### config.mk
export PLATFORM = sky130hd
export DESIGN_NAME = permutation_unrank
export DESIGN_NICKNAME = d
export VERILOG_FILES = /design/src/rtl/core/pu_pkg.sv /design/src/rtl/core/pu_sub_unit.sv /design/src/rtl/core/permutation_unrank.sv
export SDC_FILE = /design/constraint.sdc
export NUM_CORES = 1
export LEC_CHECK = 0
export ABC_CLOCK_PERIOD_IN_PS = 10900
export BUFFER_PORTS_ARGS = -buffer_cell sky130_fd_sc_hd__buf_2
export CAP_MARGIN = 20
export CORE_ASPECT_RATIO = 0.75
export CORE_UTILIZATION = 25
export CTS_CLUSTER_SIZE = 30
export DETAILED_ROUTE_END_ITERATION = 6
export PLACE_DENSITY = 0.44
export RECOVER_POWER = 50
export SYNTH_ARGS = -nofsm -noshare
export SYNTH_HDL_FRONTEND = slang
export SYNTH_SLANG_ARGS = --single-unit
### constraint.sdc
create_clock -name clk -period 10.9 [get_ports clk]
set_input_delay 2.18 -clock clk [delete_from_list [all_inputs] [get_ports clk]]
set_output_delay 2.18 -clock clk [all_outputs]
set_load 0.01 [all_outputs]
### src/rtl/core/pu_pkg.sv
`timescale 1ns / 1ps
`default_nettype none
// ----------------------------------------------------------------------------
// pu_pkg
// Shared constants, types and the factorial table for the permutation unranker.
// ----------------------------------------------------------------------------
package pu_pkg;

	localparam int MAX_ELEMENTS = 8;
	localparam int IDX_W        = $clog2(MAX_ELEMENTS);
	localparam int CNT_W        = 4;
	localparam int RANK_W       = 16;
	localparam int UNIT_W       = RANK_W + 1;
	localparam int VAL_W        = 3;

	localparam logic [CNT_W-1:0] COUNT_RESET = CNT_W'(MAX_ELEMENTS);

	// result of the shared subtract/compare unit
	typedef struct packed {
		logic              ge;
		logic [UNIT_W-1:0] diff;
	} unit_res_t;

	typedef enum logic [5:0] {
		ST_IDLE  = 6'b000001,
		ST_CHECK = 6'b000010,
		ST_DIV   = 6'b000100,
		ST_LOAD  = 6'b001000,
		ST_CMP   = 6'b010000,
		ST_EMIT  = 6'b100000
	} state_t;

	// k! for k = 0..8; larger arguments saturate past the 16-bit rank range
	function automatic logic [UNIT_W-1:0] fact(input logic [CNT_W-1:0] k);
		logic [UNIT_W-1:0] r;
		case (k)
			4'd0:    r = UNIT_W'(1);
			4'd1:    r = UNIT_W'(1);
			4'd2:    r = UNIT_W'(2);
			4'd3:    r = UNIT_W'(6);
			4'd4:    r = UNIT_W'(24);
			4'd5:    r = UNIT_W'(120);
			4'd6:    r = UNIT_W'(720);
			4'd7:    r = UNIT_W'(5040);
			4'd8:    r = UNIT_W'(40320);
			default: r = {1'b1, {(UNIT_W-1){1'b0}}};
		endcase
		return r;
	endfunction

endpackage
`default_nettype wire

### src/rtl/core/pu_sub_unit.sv
`timescale 1ns / 1ps
`default_nettype none
// ----------------------------------------------------------------------------
// pu_sub_unit
// Shared subtract-and-compare unit: difference a - b and the a >= b flag.
// ----------------------------------------------------------------------------
module pu_sub_unit (
	input  wire logic [pu_pkg::UNIT_W-1:0] op_a,
	input  wire logic [pu_pkg::UNIT_W-1:0] op_b,
	output pu_pkg::unit_res_t              res
);
	import pu_pkg::*;

	logic [UNIT_W:0] wide;

	always_comb begin
		wide     = {1'b0, op_a} - {1'b0, op_b};
		res.ge   = ~wide[UNIT_W];
		res.diff = wide[UNIT_W-1:0];
	end

endmodule
`default_nettype wire

### src/rtl/core/permutation_unrank.sv
`timescale 1ns / 1ps
`default_nettype none
// ----------------------------------------------------------------------------
// permutation_unrank
// Turns a lexicographic rank into the permutation of n elements, one element
// per result in position order, with a single flagged result for a bad rank.
// ----------------------------------------------------------------------------
//  channel  direction  handshake              payload
//  in       in         in_valid / in_stall    rank
//  out      out        out_valid / out_stall  position, element, last, out_of_range
//  cfg      in         cfg_valid / cfg_ready  elements_in_use
//
//  A rank runs its arithmetic on the one shared subtractor: a range check,
//  three restoring division steps per factorial digit, one compare per pair
//  of the increment pass. A bad rank goes from the range check straight to
//  its flagged result. in_stall is high while a rank is in work.
//  The output register holds a result under out_stall; the next rank is taken
//  while the final result still waits. Reset sets n to 8.
// ----------------------------------------------------------------------------
module permutation_unrank (
	input  wire logic                       clk,
	input  wire logic                       arst_n,
	input  wire logic                       in_valid,
	output logic                            in_stall,
	input  wire logic [pu_pkg::RANK_W-1:0]  rank,
	output logic                            out_valid,
	input  wire logic                       out_stall,
	output logic [pu_pkg::VAL_W-1:0]        position,
	output logic [pu_pkg::VAL_W-1:0]        element,
	output logic                            last,
	output logic                            out_of_range,
	input  wire logic                       cfg_valid,
	output logic                            cfg_ready,
	input  wire logic [pu_pkg::CNT_W-1:0]   elements_in_use
);
	import pu_pkg::*;

	state_t            state_q;
	logic [CNT_W-1:0]  count_q;
	logic [CNT_W-1:0]  n_q;
	logic [RANK_W-1:0] rest_q;
	logic [IDX_W-1:0]  k_q;
	logic [IDX_W-1:0]  j_q;
	logic [IDX_W-1:0]  idx_q;
	logic [1:0]        bit_q;
	logic [1:0]        dig_q;
	logic [VAL_W-1:0]  cur_q;
	logic              err_q;
	logic [VAL_W-1:0]  store_q [MAX_ELEMENTS];

	logic [CNT_W-1:0]  n_eff;
	logic [CNT_W-1:0]  n_last;
	logic [CNT_W-1:0]  fact_idx;
	logic [IDX_W-1:0]  rd_addr;
	logic [VAL_W-1:0]  rd_data;
	logic [UNIT_W-1:0] op_a;
	logic [UNIT_W-1:0] op_b;
	unit_res_t         ures;
	logic              out_free;
	logic [VAL_W-1:0]  cur_next;

	assign cfg_ready = 1'b1;
	assign in_stall  = (state_q != ST_IDLE);
	assign out_free  = ~out_valid | ~out_stall;

	always_comb begin
		if (count_q == '0)
			n_eff = CNT_W'(1);
		else if (count_q > CNT_W'(MAX_ELEMENTS))
			n_eff = CNT_W'(MAX_ELEMENTS);
		else
			n_eff = count_q;
	end

	assign n_last   = n_q - CNT_W'(1);
	assign fact_idx = n_last - {{(CNT_W-IDX_W){1'b0}}, k_q};

	always_comb begin
		case (state_q)
			ST_LOAD: rd_addr = k_q;
			ST_CMP:  rd_addr = j_q;
			default: rd_addr = idx_q;
		endcase
	end
	assign rd_data = store_q[rd_addr];

	// operand select for the shared unit
	always_comb begin
		case (state_q)
			ST_CHECK: begin
				op_a = {1'b0, rest_q};
				op_b = fact(n_q);
			end
			ST_DIV: begin
				op_a = {1'b0, rest_q};
				op_b = fact(fact_idx) << bit_q;
			end
			ST_CMP: begin
				op_a = UNIT_W'(cur_q);
				op_b = UNIT_W'(rd_data);
			end
			default: begin
				op_a = '0;
				op_b = '0;
			end
		endcase
	end

	pu_sub_unit u_sub (
		.op_a (op_a),
		.op_b (op_b),
		.res  (ures)
	);

	// increment when the earlier digit is less than or equal to this one
	assign cur_next = ures.ge ? cur_q + VAL_W'(1) : cur_q;

	always_ff @(posedge clk or negedge arst_n) begin
		if (!arst_n) begin
			count_q <= COUNT_RESET;
		end else if (cfg_valid && cfg_ready) begin
			count_q <= elements_in_use;
		end
	end

	always_ff @(posedge clk or negedge arst_n) begin
		if (!arst_n) begin
			state_q      <= ST_IDLE;
			out_valid    <= 1'b0;
			rest_q       <= '0;
			n_q          <= CNT_W'(1);
			k_q          <= '0;
			j_q          <= '0;
			idx_q        <= '0;
			bit_q        <= '0;
			dig_q        <= '0;
			cur_q        <= '0;
			err_q        <= 1'b0;
			position     <= '0;
			element      <= '0;
			last         <= 1'b0;
			out_of_range <= 1'b0;
		end else begin
			if (state_q == ST_EMIT && out_free)
				out_valid <= 1'b1;
			else if (!out_stall)
				out_valid <= 1'b0;
			case (state_q)
				ST_IDLE: begin
					if (in_valid) begin
						rest_q  <= rank;
						n_q     <= n_eff;
						state_q <= ST_CHECK;
					end
				end
				ST_CHECK: begin
					k_q   <= '0;
					bit_q <= 2'd2;
					dig_q <= '0;
					idx_q <= '0;
					err_q <= ures.ge;
					state_q <= ures.ge ? ST_EMIT : ST_DIV;
				end
				ST_DIV: begin
					if (ures.ge)
						rest_q <= ures.diff[RANK_W-1:0];
					if (bit_q == 2'd0) begin
						store_q[k_q] <= {dig_q, ures.ge};
						bit_q <= 2'd2;
						dig_q <= '0;
						if ({1'b0, k_q} == n_last) begin
							state_q <= (n_last == '0) ? ST_EMIT : ST_LOAD;
						end else begin
							k_q <= k_q + IDX_W'(1);
						end
					end else begin
						dig_q <= {dig_q[0], ures.ge};
						bit_q <= bit_q - 2'd1;
					end
				end
				ST_LOAD: begin
					cur_q   <= rd_data;
					j_q     <= k_q - IDX_W'(1);
					state_q <= ST_CMP;
				end
				ST_CMP: begin
					cur_q <= cur_next;
					if (j_q == '0) begin
						store_q[k_q] <= cur_next;
						if (k_q == IDX_W'(1)) begin
							state_q <= ST_EMIT;
						end else begin
							k_q     <= k_q - IDX_W'(1);
							state_q <= ST_LOAD;
						end
					end else begin
						j_q <= j_q - IDX_W'(1);
					end
				end
				ST_EMIT: begin
					if (out_free) begin
						position     <= err_q ? '0 : VAL_W'(idx_q);
						element      <= err_q ? '0 : rd_data;
						out_of_range <= err_q;
						if (err_q || ({1'b0, idx_q} == n_last)) begin
							last    <= 1'b1;
							state_q <= ST_IDLE;
						end else begin
							last  <= 1'b0;
							idx_q <= idx_q + IDX_W'(1);
						end
					end
				end
				default: begin
					state_q <= ST_IDLE;
				end
			endcase
		end
	end

`ifndef SYNTHESIS
	a_err_single : assert property (@(posedge clk) disable iff (!arst_n)
		out_valid && out_of_range |-> last && element == '0 && position == '0)
		else $error("range error result is not a lone final result");

	a_busy_after_accept : assert property (@(posedge clk) disable iff (!arst_n)
		in_valid && !in_stall |=> in_stall)
		else $error("request taken without going busy");

	a_position_bound : assert property (@(posedge clk) disable iff (!arst_n)
		out_valid && !out_of_range |-> {1'b0, position} <= n_last)
		else $error("position beyond element count");

	a_last_marks_end : assert property (@(posedge clk) disable iff (!arst_n)
		out_valid && !out_stall && !last |-> state_q == ST_EMIT)
		else $error("non-final result left the sequencer idle");
`endif

endmodule
`default_nettype wire

======== Word level (Yosys, flattened, before mapping) ========
Memories as Yosys holds them, arrays and structs flattened.
Cells that the tools add are included.
storage, ports and cells
  bits in registers ....................... 56
  memory bits (writable) .................. 24
  input bits .............................. 25
  bits in read-only memories .............. 480
  memories ................................ 3
memory list
  memory           depth  width  rd ports  clocked after memory_dff  wr ports  RTL line                  source
  (no name shown)  16     15     1         0                         0         pu_pkg.sv:36              case (k)
  (no name shown)  16     15     1         0                         0         pu_pkg.sv:36
  store_q          8      3      1         0                         1         permutation_unrank.sv:49  logic [VAL_W-1:0] store_q [MAX_ELEMENTS];
operators by class
  mux-type cells .......................... 47
  equality and inequality tests ........... 22
  shifts and indexed selects .............. 1
  reduce and logical (&&, ||, !) cells .... 21
  order comparisons ....................... 1
  bitwise gates (word level) .............. 5
  add/sub/neg operators ................... 9
operator list
  operator                                             count
  case mux 16 bit (2 select lines)                     2
  2-to-1 mux 6 bit                                     9
  case mux 17 bit (3 select lines)                     1
  case mux 6 bit (6 select lines)                      1
  2-to-1 mux 3 bit                                     11
  2-to-1 mux 16 bit                                    2
  case mux 3 bit (2 select lines)                      4
  != test 2 bit, second input constant                 10
  subtractor 16 x 17 -> 18 bit                         1
  2-to-1 mux 17 bit                                    1
  << shifter 17 x 2 -> 17 bit                          1
  adder 3 x 1 -> 3 bit, second input constant          3
  2-to-1 mux 1 bit                                     9
  case mux 3 bit (3 select lines)                      1
  equality test 3 x 4 -> 1 bit                         2
  zero test 4 bit                                      2
  2-to-1 mux 4 bit                                     2
  case mux 2 bit (2 select lines)                      2
  nonzero test 2 bit                                   4
  equality test 6 x 1 -> 1 bit, second input constant  1
  equality test 6 x 2 -> 1 bit, second input constant  1
  equality test 6 x 3 -> 1 bit, second input constant  1
  equality test 6 x 4 -> 1 bit, second input constant  1
  equality test 6 x 5 -> 1 bit, second input constant  1
  22 further kinds                                     33

======== Depth between registers and ports, before layout ========
Gate-level depths: netlist of run 1.
An unclocked memory read counts as a cell.
  depth after elaboration ................. 10
  mapped depth ............................ 21
  mapped depth without buffers ............ 20

======== Modules after synthesis ========
A second synthesis of run 1 with hierarchy kept.
second synthesis, totals
  cell total of the unflattened synthesis .. 660
  area total of the unflattened synthesis .. 5725.5 um^2
modules (own cells, without submodules)
  module              times used  cells an instance  seq. area each (um^2)  area each (um^2)
  permutation_unrank  1           544                2125.8                 4875.9
  pu_sub_unit         1           116                0.0                    849.6

======== Worst setup path after synthesis of run 1 ========
Ideal clock, no wire load.
  kind .................................... reg2reg
  start point ............................. register n_q[1]
  end point ............................... memory store_q[0][2] (data pin)
  cell stages (with the launch flop) ...... 22
  clock period less this slack ............ 5349 ps
  setup time .............................. 237 ps
  setup slack ............................. 5551 ps
  arrival ................................. 5112 ps
  buffers on the path ..................... 2
  cell sequence ........................... dfrtp_1 clkbuf_1 inv_1 ha_1 ha_1 inv_1 ha_1 o21a_1 nor3_1 nor2_1 or3_1 nor4_1 a221oi_1 ha_1 nor2b_1 o31a_1 o2111a_1 or3_1 nand3_1 clkbuf_1 o21ai_0 a31oi_1
on the way
  longest elaborated chain between the ends .. 9
RTL lines
  item                                 RTL line                   source
  from (decl)                          permutation_unrank.sv:40   logic [CNT_W-1:0] n_q;
  from (signal assigned)               permutation_unrank.sv:152  n_q <= n_eff;
  subtractor 4 x 1 -> 4 bit            permutation_unrank.sv:75   assign n_last = n_q - CNT_W'(1);
  subtractor 4 x 3 -> 4 bit            permutation_unrank.sv:76   assign fact_idx = n_last - {{(CNT_W-IDX_W){1'b0}}, k_q};
  memory read (16 x 15 bit)            --
  2-to-1 mux 17 bit                    permutation_unrank.sv:89   case (state_q)
  << shifter 17 x 2 -> 17 bit          permutation_unrank.sv:96   op_b = fact(fact_idx) << bit_q;
  case mux 17 bit (3 select lines) *   permutation_unrank.sv:89
  subtractor 16 x 17 -> 18 bit *       pu_sub_unit.sv:17          wide = {1'b0, op_a} - {1'b0, op_b};
  2-to-1 mux 3 bit *                   permutation_unrank.sv:116  assign cur_next = ures.ge ? cur_q + VAL_W'(1) : cur_q;
  2-to-1 mux 3 bit (no source line) *  --
  to (decl)                            permutation_unrank.sv:49
Every way passes the cells marked *; elsewhere a longest branch is shown, timed or not. The select of a mux whose other input is x is not followed.

======== Worst setup path in the final report of run 1 ========
  start point ............................. register state_q[0]
  end point ............................... register rest_q[0]
on the way
  longest elaborated chain between the ends .. 7
RTL lines
  item                                                                                 RTL line                                            source
  from (decl)                                                                          permutation_unrank.sv:38                            state_t state_q;
  from (signal assigned)                                                               permutation_unrank.sv:162                           state_q <= ures.ge ? ST_EMIT : ST_DIV;
  from (signal assigned)                                                               permutation_unrank.sv:172                           state_q <= (n_last == '0) ? ST_EMIT : ST_LOAD;
  equality test 6 x 5 -> 1 bit / equality test 6 x 4 -> 1 bit (equally long branches)  permutation_unrank.sv:79, permutation_unrank.sv:89
  case mux 3 bit (2 select lines)                                                      permutation_unrank.sv:79                            case (state_q)
  memory read (8 x 3 bit)                                                              --
  case mux 17 bit (3 select lines)                                                     permutation_unrank.sv:89
  subtractor 16 x 17 -> 18 bit                                                         pu_sub_unit.sv:17
  2-to-1 mux 16 bit / != test 2 bit (equally long branches)                            --
  case mux 16 bit (2 select lines) / AND reduction 3 bit (equally long branches)       --
  to (signal assigned)                                                                 permutation_unrank.sv:151                           rest_q <= rank;
  to (signal assigned)                                                                 permutation_unrank.sv:166                           rest_q <= ures.diff[RANK_W-1:0];
  to (decl)                                                                            permutation_unrank.sv:41                            logic [RANK_W-1:0] rest_q;
Several ways; a longest one is shown, not always the timed one. The select of a mux whose other input is x is not followed.
A chain may end at the register's enable or synchronous reset.

==> results of run 1 <==
[layout make-up]
class                   count  area [sq um]  share of cell area
flip-flops and latches     80          2130               0.340
inverters                  26          97.6              0.0156
clock inverters             7           110              0.0176
multi-input cells         447          3140               0.503
clock buffers               9           225              0.0360
well taps                 288           360              0.0577
repair buffers             38           186              0.0298
[state kept, by name (all words and copies together) (netlist names)]
signal and count:
out_of_range 1, dig_q 2, err_q 1, last 1
rest_q 16, state_q 6, cur_q 3, bit_q 2
j_q 3, out_valid 1, element 3, k_q 3
store_q 24, position 3, count_q 4, idx_q 3
n_q 4
[worst max-delay path, cell delays in order (launching register included)]
cell      delay [ns]
dfstp_2         0.56
or4_1           0.24
nor2_1          0.08
clkbuf_1        0.37
a222oi_1        1.20
mux2i_1         0.22
mux2_2          0.39
a221oi_1        0.42
ha_1            0.32
o21a_1          0.14
o31a_1          0.25
o2111a_1        0.27
or3_1           0.15
nand3_1         0.43
o21ai_2         0.95
mux2_2          0.42
[cell families (layout without fill, tap and decap cells)]
group	after synthesis	count (layout)	synth area share
AND/OR/NAND/NOR	180	180	0.163
AO/OA/AOI/OAI	163	163	0.201
flip-flops	80	80	0.388
buffers and inverters	50	80	0.0379
multiplexers	46	46	0.0893
adder cells (fa/ha/maj)	38	38	0.0895
XOR/XNOR	19	19	0.0304
other	1	1	0.000685
[synth_stat cells, drive strengths merged (13+ instances only)]
library cell | instances | area, sq um
inv | 26 | 97.6
edfxtp | 24 | 721
a21oi | 24 | 120
mux2i | 23 | 230
dfrtp | 53 | 1330
nor2 | 37 | 139
and2 | 13 | 81.3
clkbuf | 17 | 63.8
ha | 36 | 450
mux2 | 23 | 259
nor3 | 13 | 65.1
nand2 | 54 | 203
o21ai | 51 | 259
[worst max path at each step]
stage	from	to	slack, ns	cells after the start
floorplan	n_q[1]	store_q[0][2]	5.55	21
global placement	state_q[2]	rest_q[12]	4.49	14
detailed placement	state_q[1]	rest_q[12]	4.35	14
CTS	state_q[2]	rest_q[12]	4.33	14
global route	n_q[0]	rest_q[2]	3.78	19
finish	state_q[0]	rest_q[0]	4.36	15
[through the flow]
step	utilization	cells	area [sq um]	setup WS [ns]
detailed placement	0.278	879	5930	4.35
finish	0.293	895	6250	4.36
floorplan	-	577	5480	5.55
global placement	0.278	879	5930	4.49
global route	0.293	895	6250	3.78
CTS	0.294	895	6260	4.33
[report_power, final]
group | switching [W] | leakage, nW | internal [W]
Combinational | 0.000797 | 1.48 | 0.000494
Sequential | 0.0000878 | 0.924 | 0.000425
Clock | 0.000145 | 0.160 | 0.000205
[layer usage]
metal | track usage | vias to the layer above | share of wire
met5 | 0 | - | 0
met4 | 0.0484 | 0 | 0.015
met2 | 0.207 | 127 | 0.42
li1 | - | 2178 | -
met1 | 0.209 | 2157 | 0.52
met3 | 0.0256 | 18 | 0.045
==> results.txt, run 1 <==
Number of diodes: 0
DRC Markers: 0
Core Area: 21300 sq um
Period utilization: 0.600
Syn avg cell area: 9.49 sq um
Worst EP required: 11.14 ns
Initial antenna violation count: 0
Routability Congestion: 0.886
CP Max Fanout: 18
Leakage: 2.56 nW
Commonest cells after routing, fill and taps aside: nand2_1, dfrtp_1, o21ai_0
Worst setup SP type: flop
Most common cell after layout, fill and taps aside: nand2_1
Worst slew pin tran: 3.25 ns
# Post-CTS Setup Buffers: 0
RSZ-0062 raised after global routing: no
Clk_skew: 0.0156 ns
Final TNS setup: 0 ns
CTS resizes: 0
Hold Path Sink: position[0]
Root buffer cell: clkbuf_16
Register-to-register setup slack: 4.36 ns
Pwr dens: 345 nW/um^2
Initial Util: 0.257
Maximum vdd drop: 0.000126 V
Vias in the first global route: 4391
Nets: 665
Post-synth net total: 640
Share of cells above drive strength 1: 0.130
Detail-routed net length per standard cell: 17.3 microns
Initial DRC count: 441
Hold Buf Count CTS: 0
Hold Vio Cnt, Final: 0
ANT nets after route: 0
Arrival time at the worst endpoint: 6.78 ns
Clk_lat worst skew: 0.36 ns
Iteration count of the initial detailed-routing pass: 6
Fraction of registers with async set/reset: 0.700
First-pass GRT wire length: 24500 microns
Die Span Y: 130 microns
Synthesis-to-finish area growth: 14.1%
TritonCTS clock tree: yes
Post-DP HPWL: 11500 microns
WS Path Type: flop to flop
Flops & latches, synth: 80
Htree depth: 3
Setup violators final: 0
Die footprint: 22500 sq um
Reg2reg end: rest_q[0]
PortBufs: 34
Die W: 173 microns
Rel. slew slack: -1.17
Post-Syn Area: 5480 sq um
Violated checks: max-capacitance violations, max-slew violations
Cell variety after synth: 68
Synth Flop Type: dfrtp_1
Yosys warns: 0
Max Cap Viol: 1
Hold path cells: 2
RR Startpoint: state_q[0]
Clock sink count: 80
Filler cells: 2279
Min cycle time layout: 6.54 ns
Maximum clock path buffer count: 2
HP Start: position[0]
Element type at the critical path end: flop
CTS clk-pin slew, worst paths: 0.06 ns
GRT Util Overall: 0.142
Total power: 0.00215 W
F_max: 0.153 GHz
Final WL: 15500 microns
Hold crit path type: flop to flop
Final Max Tran Viols: 59
Routed vias/inst: 5.01
Via count: 4480
Post-synth EDFFs: 24
Outcome: finished with violations
Grt ovf: 0
Largest net degree at the start of global routing: 59
Hold slack: 0.478 ns
Standard-cell rows: 46
Worst Reg-to-Reg Cells: 15
Sequential element share of the synthesized area: 0.388
TritonCTS Buffers: 9
I/O pin count: 36
Post-Syn Instances: 577
Note: power is estimated with default switching activity, not from simulation.
==> run 2, diff against run 1 <==
ABC_CLOCK_PERIOD_IN_PS = 6400   (was 10900)
clock period = 6.4 ns   (was 10.9 ns; I/O delays follow)
==> results.txt, run 2 (synthesis results as in run 1) <==
Hold Buf Count CTS: 0
Period utilization: 0.915
GRT Max-Usage Layer: met1
Critical path, cell by cell: inv_1 > ha_1 > ha_1 > inv_1 > ha_1 > o21a_1 > nor3_1 > nor2_1 > or3_1 > nor4_1 > a221oi_1 > ha_1 > nor2b_1 > o31a_1 > o2111a_1 > or3_1 > nand3_1 > o21ai_0 > a31oi_1
Max Cap Viol: 1
Worst slew pin tran: 3.29 ns
Initial antenna violation count: 0
Detail-routed net length per standard cell: 17.2 microns
Clock sink count: 80
Hold crit path type: flop to flop
Initial DRC count: 510
TritonCTS clock tree: yes
Total power: 0.00367 W
Clk_skew: 0.0109 ns
Maximum vdd drop: 0.000183 V
PortBufs: 34
Iteration count of the initial detailed-routing pass: 5
Core Area: 21300 sq um
Largest Register: store_q
Biggest regs: store_q: 24 flops, rest_q: 16 flops, state_q: 6 flops
F_max: 0.171 GHz
Clk_lat worst skew: 0.35 ns
CTS clk-pin slew, worst paths: 0.07 ns
Max FFs per register: 24
Die W: 173 microns
Root buffer cell: clkbuf_16
Die Span Y: 130 microns
TritonCTS Buffers: 9
Final Max Tran Viols: 58
Min cycle time layout: 5.86 ns
Post-DP HPWL: 11400 microns
CP max stage delay: 0.62 ns
Routability Congestion: 0.898
M1 GR Usage: 0.206
CP dominant cell by count: ha_1
Violated checks: max-capacitance violations, max-slew violations
Maximum clock path buffer count: 2
Initial Util: 0.257
Element type at the critical path end: flop
Outcome: finished with violations
Final TNS setup: 0 ns
Grt ovf: 0
# Post-CTS Setup Buffers: 0
Via count: 4588
CTS resizes: 0
Share of cells above drive strength 1: 0.123
First-pass GRT wire length: 24400 microns
Largest net degree at the start of global routing: 58
Commonest cells after routing, fill and taps aside: nand2_1, dfrtp_1, o21ai_0
Final WL: 15500 microns
Routed vias/inst: 5.11
CP Max Fanout: 8
Worst setup SP type: flop
WS Path Type: flop to flop
Pwr dens: 589 nW/um^2
Number of diodes: 0
Leakage: 2.53 nW
Htree depth: 3
Worst EP required: 6.48 ns
Setup violators final: 0
ANT nets after route: 0
Synthesis-to-finish area growth: 14.0%
Standard-cell rows: 46
Die footprint: 22500 sq um
DRC Markers: 0
GRT Util Overall: 0.141
Rel. slew slack: -1.19
RSZ-0062 raised after global routing: no
Met3 Use GR: 0.0326
Vias in the first global route: 4321
Hold Vio Cnt, Final: 0
Most common cell after layout, fill and taps aside: nand2_1
Grt met2 use: 0.203
Slowest cell on the critical path: dfstp_2
Nets: 668
Arrival time at the worst endpoint: 5.93 ns
I/O pin count: 36
[run 2: area by class of cell]
type / count / area (sq um)
Sequential cell: 80 / 2130
Clock inverter: 7 / 85.1
Timing Repair Buffer: 41 / 205
Fill cell: 2253 / 15100
Multi-Input combinational cell: 447 / 3140
Inverter: 26 / 97.6
Tap cell: 288 / 360
Clock buffer: 9 / 225
[run 2: critical path, delay by kind of cell (launching register included)]
family	cells	cell delay, ns
compound gates	6	1.47
fa+ha+maj	4	1.18
buf+inv	2	0.15
flops	1	0.62
simple gates	7	2.15
[run 2: where the power goes]
| group | switching [W] | total, W | internal, W |
|---|---|---|---|
| Combinational | 0.00139 | 0.00225 | 0.000863 |
| Clock | 0.000239 | 0.000549 | 0.000311 |
| Sequential | 0.000153 | 0.000876 | 0.000723 |
[run 2: through the flow]
stage | cell area [sq um] | cells | hold WS [ns] | util | setup WS [ns]
2_1_floorplan | 5480 | 577 | 0.449 | - | 1.05
4_1_cts | 6260 | 898 | 0.481 | 0.294 | 0.568
6_report | 6240 | 898 | 0.476 | 0.293 | 0.543
5_1_grt | 6240 | 898 | 0.516 | 0.293 | 0.0472
3_5_place_dp | 5950 | 882 | 0.466 | 0.279 | 0.660
3_3_place_gp | 5950 | 882 | 0.465 | 0.279 | 0.765
[run 2: metal layers]
layer / share of wire / up-vias / routed length, microns
met5: 0 / - / 0
met4: 0.014 / 0 / 221
met3: 0.060 / 20 / 922
met2: 0.41 / 158 / 6410
met1: 0.51 / 2222 / 7910
li1: - / 2188 / -
[run 2: path summary, 6_finish.rpt]
check,depth (start not counted),endpoint,from,slack [ns]
setup / recovery,19,store_q[1][2],n_q[0],0.54
hold / removal,2,position[2],position[2],0.48
setup reg to reg,19,store_q[1][2],n_q[0],0.54
hold reg to reg,2,position[2],position[2],0.48
max in group asynchronous,2,j_q[1],arst_n,2.21
min in group asynchronous,2,rest_q[4],arst_n,2.33
==> run 3, diff against run 2 <==
ABC_CLOCK_PERIOD_IN_PS = 7600   (was 6400)
clock period = 7.6 ns   (was 6.4 ns; I/O delays follow)
==> results.txt, run 3 (synthesis results as in run 1) <==
Hold crit path type: flop to flop
Final WL: 15400 microns
Largest Register: store_q
PortBufs: 34
Via count: 4496
Die footprint: 22500 sq um
TritonCTS clock tree: yes
Final TNS setup: 0 ns
Buffer and inverter count on the worst path: 2
Initial Util: 0.257
Maximum vdd drop: 0.000145 V
Number of diodes: 0
Detail-routed net length per standard cell: 17.2 microns
Clk_lat worst skew: 0.35 ns
Hold Vio Cnt, Final: 0
Share of cells above drive strength 1: 0.120
Routed vias/inst: 5.02
I/O pin count: 36
# Post-CTS Setup Buffers: 0
Element type at the critical path end: flop
Root buffer cell: clkbuf_16
Standard-cell rows: 46
Commonest cells after routing, fill and taps aside: nand2_1, dfrtp_1, o21ai_0
Routability Congestion: 0.876
Hold Buf Count CTS: 0
RSZ-0062 raised after global routing: no
Max FFs per register: 24
CP Max Fanout: 14
F_max: 0.155 GHz
Core Area: 21300 sq um
ANT nets after route: 0
Synthesis-to-finish area growth: 13.7%
GRT Util Overall: 0.142
Max Cap Viol: 1
Nets: 666
CTS resizes: 0
Rel. slew slack: -1.15
Maximum clock path buffer count: 2
Die Span Y: 130 microns
Vias in the first global route: 4332
Most common cell after layout, fill and taps aside: nand2_1
Outcome: finished with violations
Leakage: 2.53 nW
DRC Markers: 0
Biggest regs: store_q: 24 flops, rest_q: 16 flops, state_q: 6 flops
Clk_skew: 0.00878 ns
Die W: 173 microns
Final Max Tran Viols: 59
Total power: 0.00306 W
Grt ovf: 0
Arrival time at the worst endpoint: 6.49 ns
Min cycle time layout: 6.45 ns
First-pass GRT wire length: 24600 microns
Pwr dens: 491 nW/um^2
Initial antenna violation count: 0
Largest net degree at the start of global routing: 59
Slowest cell on the critical path: dfstp_1
Post-DP HPWL: 11400 microns
Period utilization: 0.848
CP dominant cell by count: ha_1
Worst EP required: 7.65 ns
Worst setup SP type: flop
CP max stage delay: 0.70 ns
Setup violators final: 0
Hold slack: 0.485 ns
CTS clk-pin slew, worst paths: 0.07 ns
Worst slew pin tran: 3.22 ns
Htree depth: 3
Initial DRC count: 316
TritonCTS Buffers: 9
Critical path, cell by cell: inv_1 > ha_1 > ha_1 > inv_1 > ha_1 > o21a_1 > nor3_1 > nor2_1 > or3_1 > nor4_1 > a221oi_1 > ha_1 > nor2b_1 > o31a_1 > o2111a_1 > or3_1 > nand3_1 > mux2i_1 > a21oi_1
WS Path Type: flop to flop
Iteration count of the initial detailed-routing pass: 7
Clock sink count: 80
Violated checks: max-capacitance violations, max-slew violations
Family with the most delay on the worst path: simple AND/OR/NAND/NOR gates
run 3: changes by cell type in the layout (fill, tap and decap cells not counted):
cell,before,now
or2_1,2,1
clkinv_4,0,1
clkinvlp_4,2,1
buf_4,6,3
or2_0,0,1
buf_2,23,24
run 3: area by class of cell:
cell class | count | area [sq um]
clock buffers | 9 | 225
clock inverters | 7 | 86.3
fillers | 2252 | 15100
inverters | 26 | 97.6
multi-input cells | 447 | 3140
flip-flops and latches | 80 | 2130
well taps | 288 | 360
repair buffers | 39 | 188
run 3: per-stage QoR:
| stage | util | cells | area, sq um | setup WS (ns) |
|---|---|---|---|---|
| detailed placement | 0.279 | 880 | 5940 | 1.32 |
| global placement | 0.279 | 880 | 5940 | 1.40 |
| finish | 0.292 | 896 | 6230 | 1.15 |
| floorplan | - | 577 | 5480 | 2.25 |
| CTS | 0.293 | 896 | 6250 | 1.27 |
| global route | 0.292 | 896 | 6230 | 0.654 |
run 3: worst paths after layout:
path                            from            end  slack [ns]  cells past startpoint
setup / recovery              n_q[0]  store_q[5][1]        1.15                     19
hold / removal             rest_q[6]      rest_q[6]        0.48                      1
setup reg to reg              n_q[0]  store_q[5][1]        1.15                     19
hold reg to reg            rest_q[6]      rest_q[6]        0.48                      1
max in group asynchronous     arst_n   out_of_range        3.44                      2
min in group asynchronous     arst_n      rest_q[5]        2.33                      2
run 3: power by group:
part           total [W]  internal, W  switching [W]
sequential      0.000738     0.000609       0.000129
clock           0.000470     0.000262       0.000207
combinational    0.00185     0.000707        0.00115
total            0.00306      0.00158        0.00148
run 3: layer usage:
layer | global-route usage | part of all wire | vias up
li1 | - | - | 2188
met1 | 0.200 | 0.51 | 2179
met2 | 0.217 | 0.43 | 119
met3 | 0.0286 | 0.050 | 10
met4 | 0.0479 | 0.014 | 0
met5 | 0 | 0 | -
run 3: worst reg2reg max path: cells and delay by family, from the launching register on:
family | cells | cell delay (ns)
buffers and inverters | 2 | 0.19
adders and majority gates | 4 | 1.24
AOI/OAI and AO/OA | 5 | 1.57
DFF | 1 | 0.70
muxes | 1 | 0.17
and+or+nand+nor | 7 | 2.28
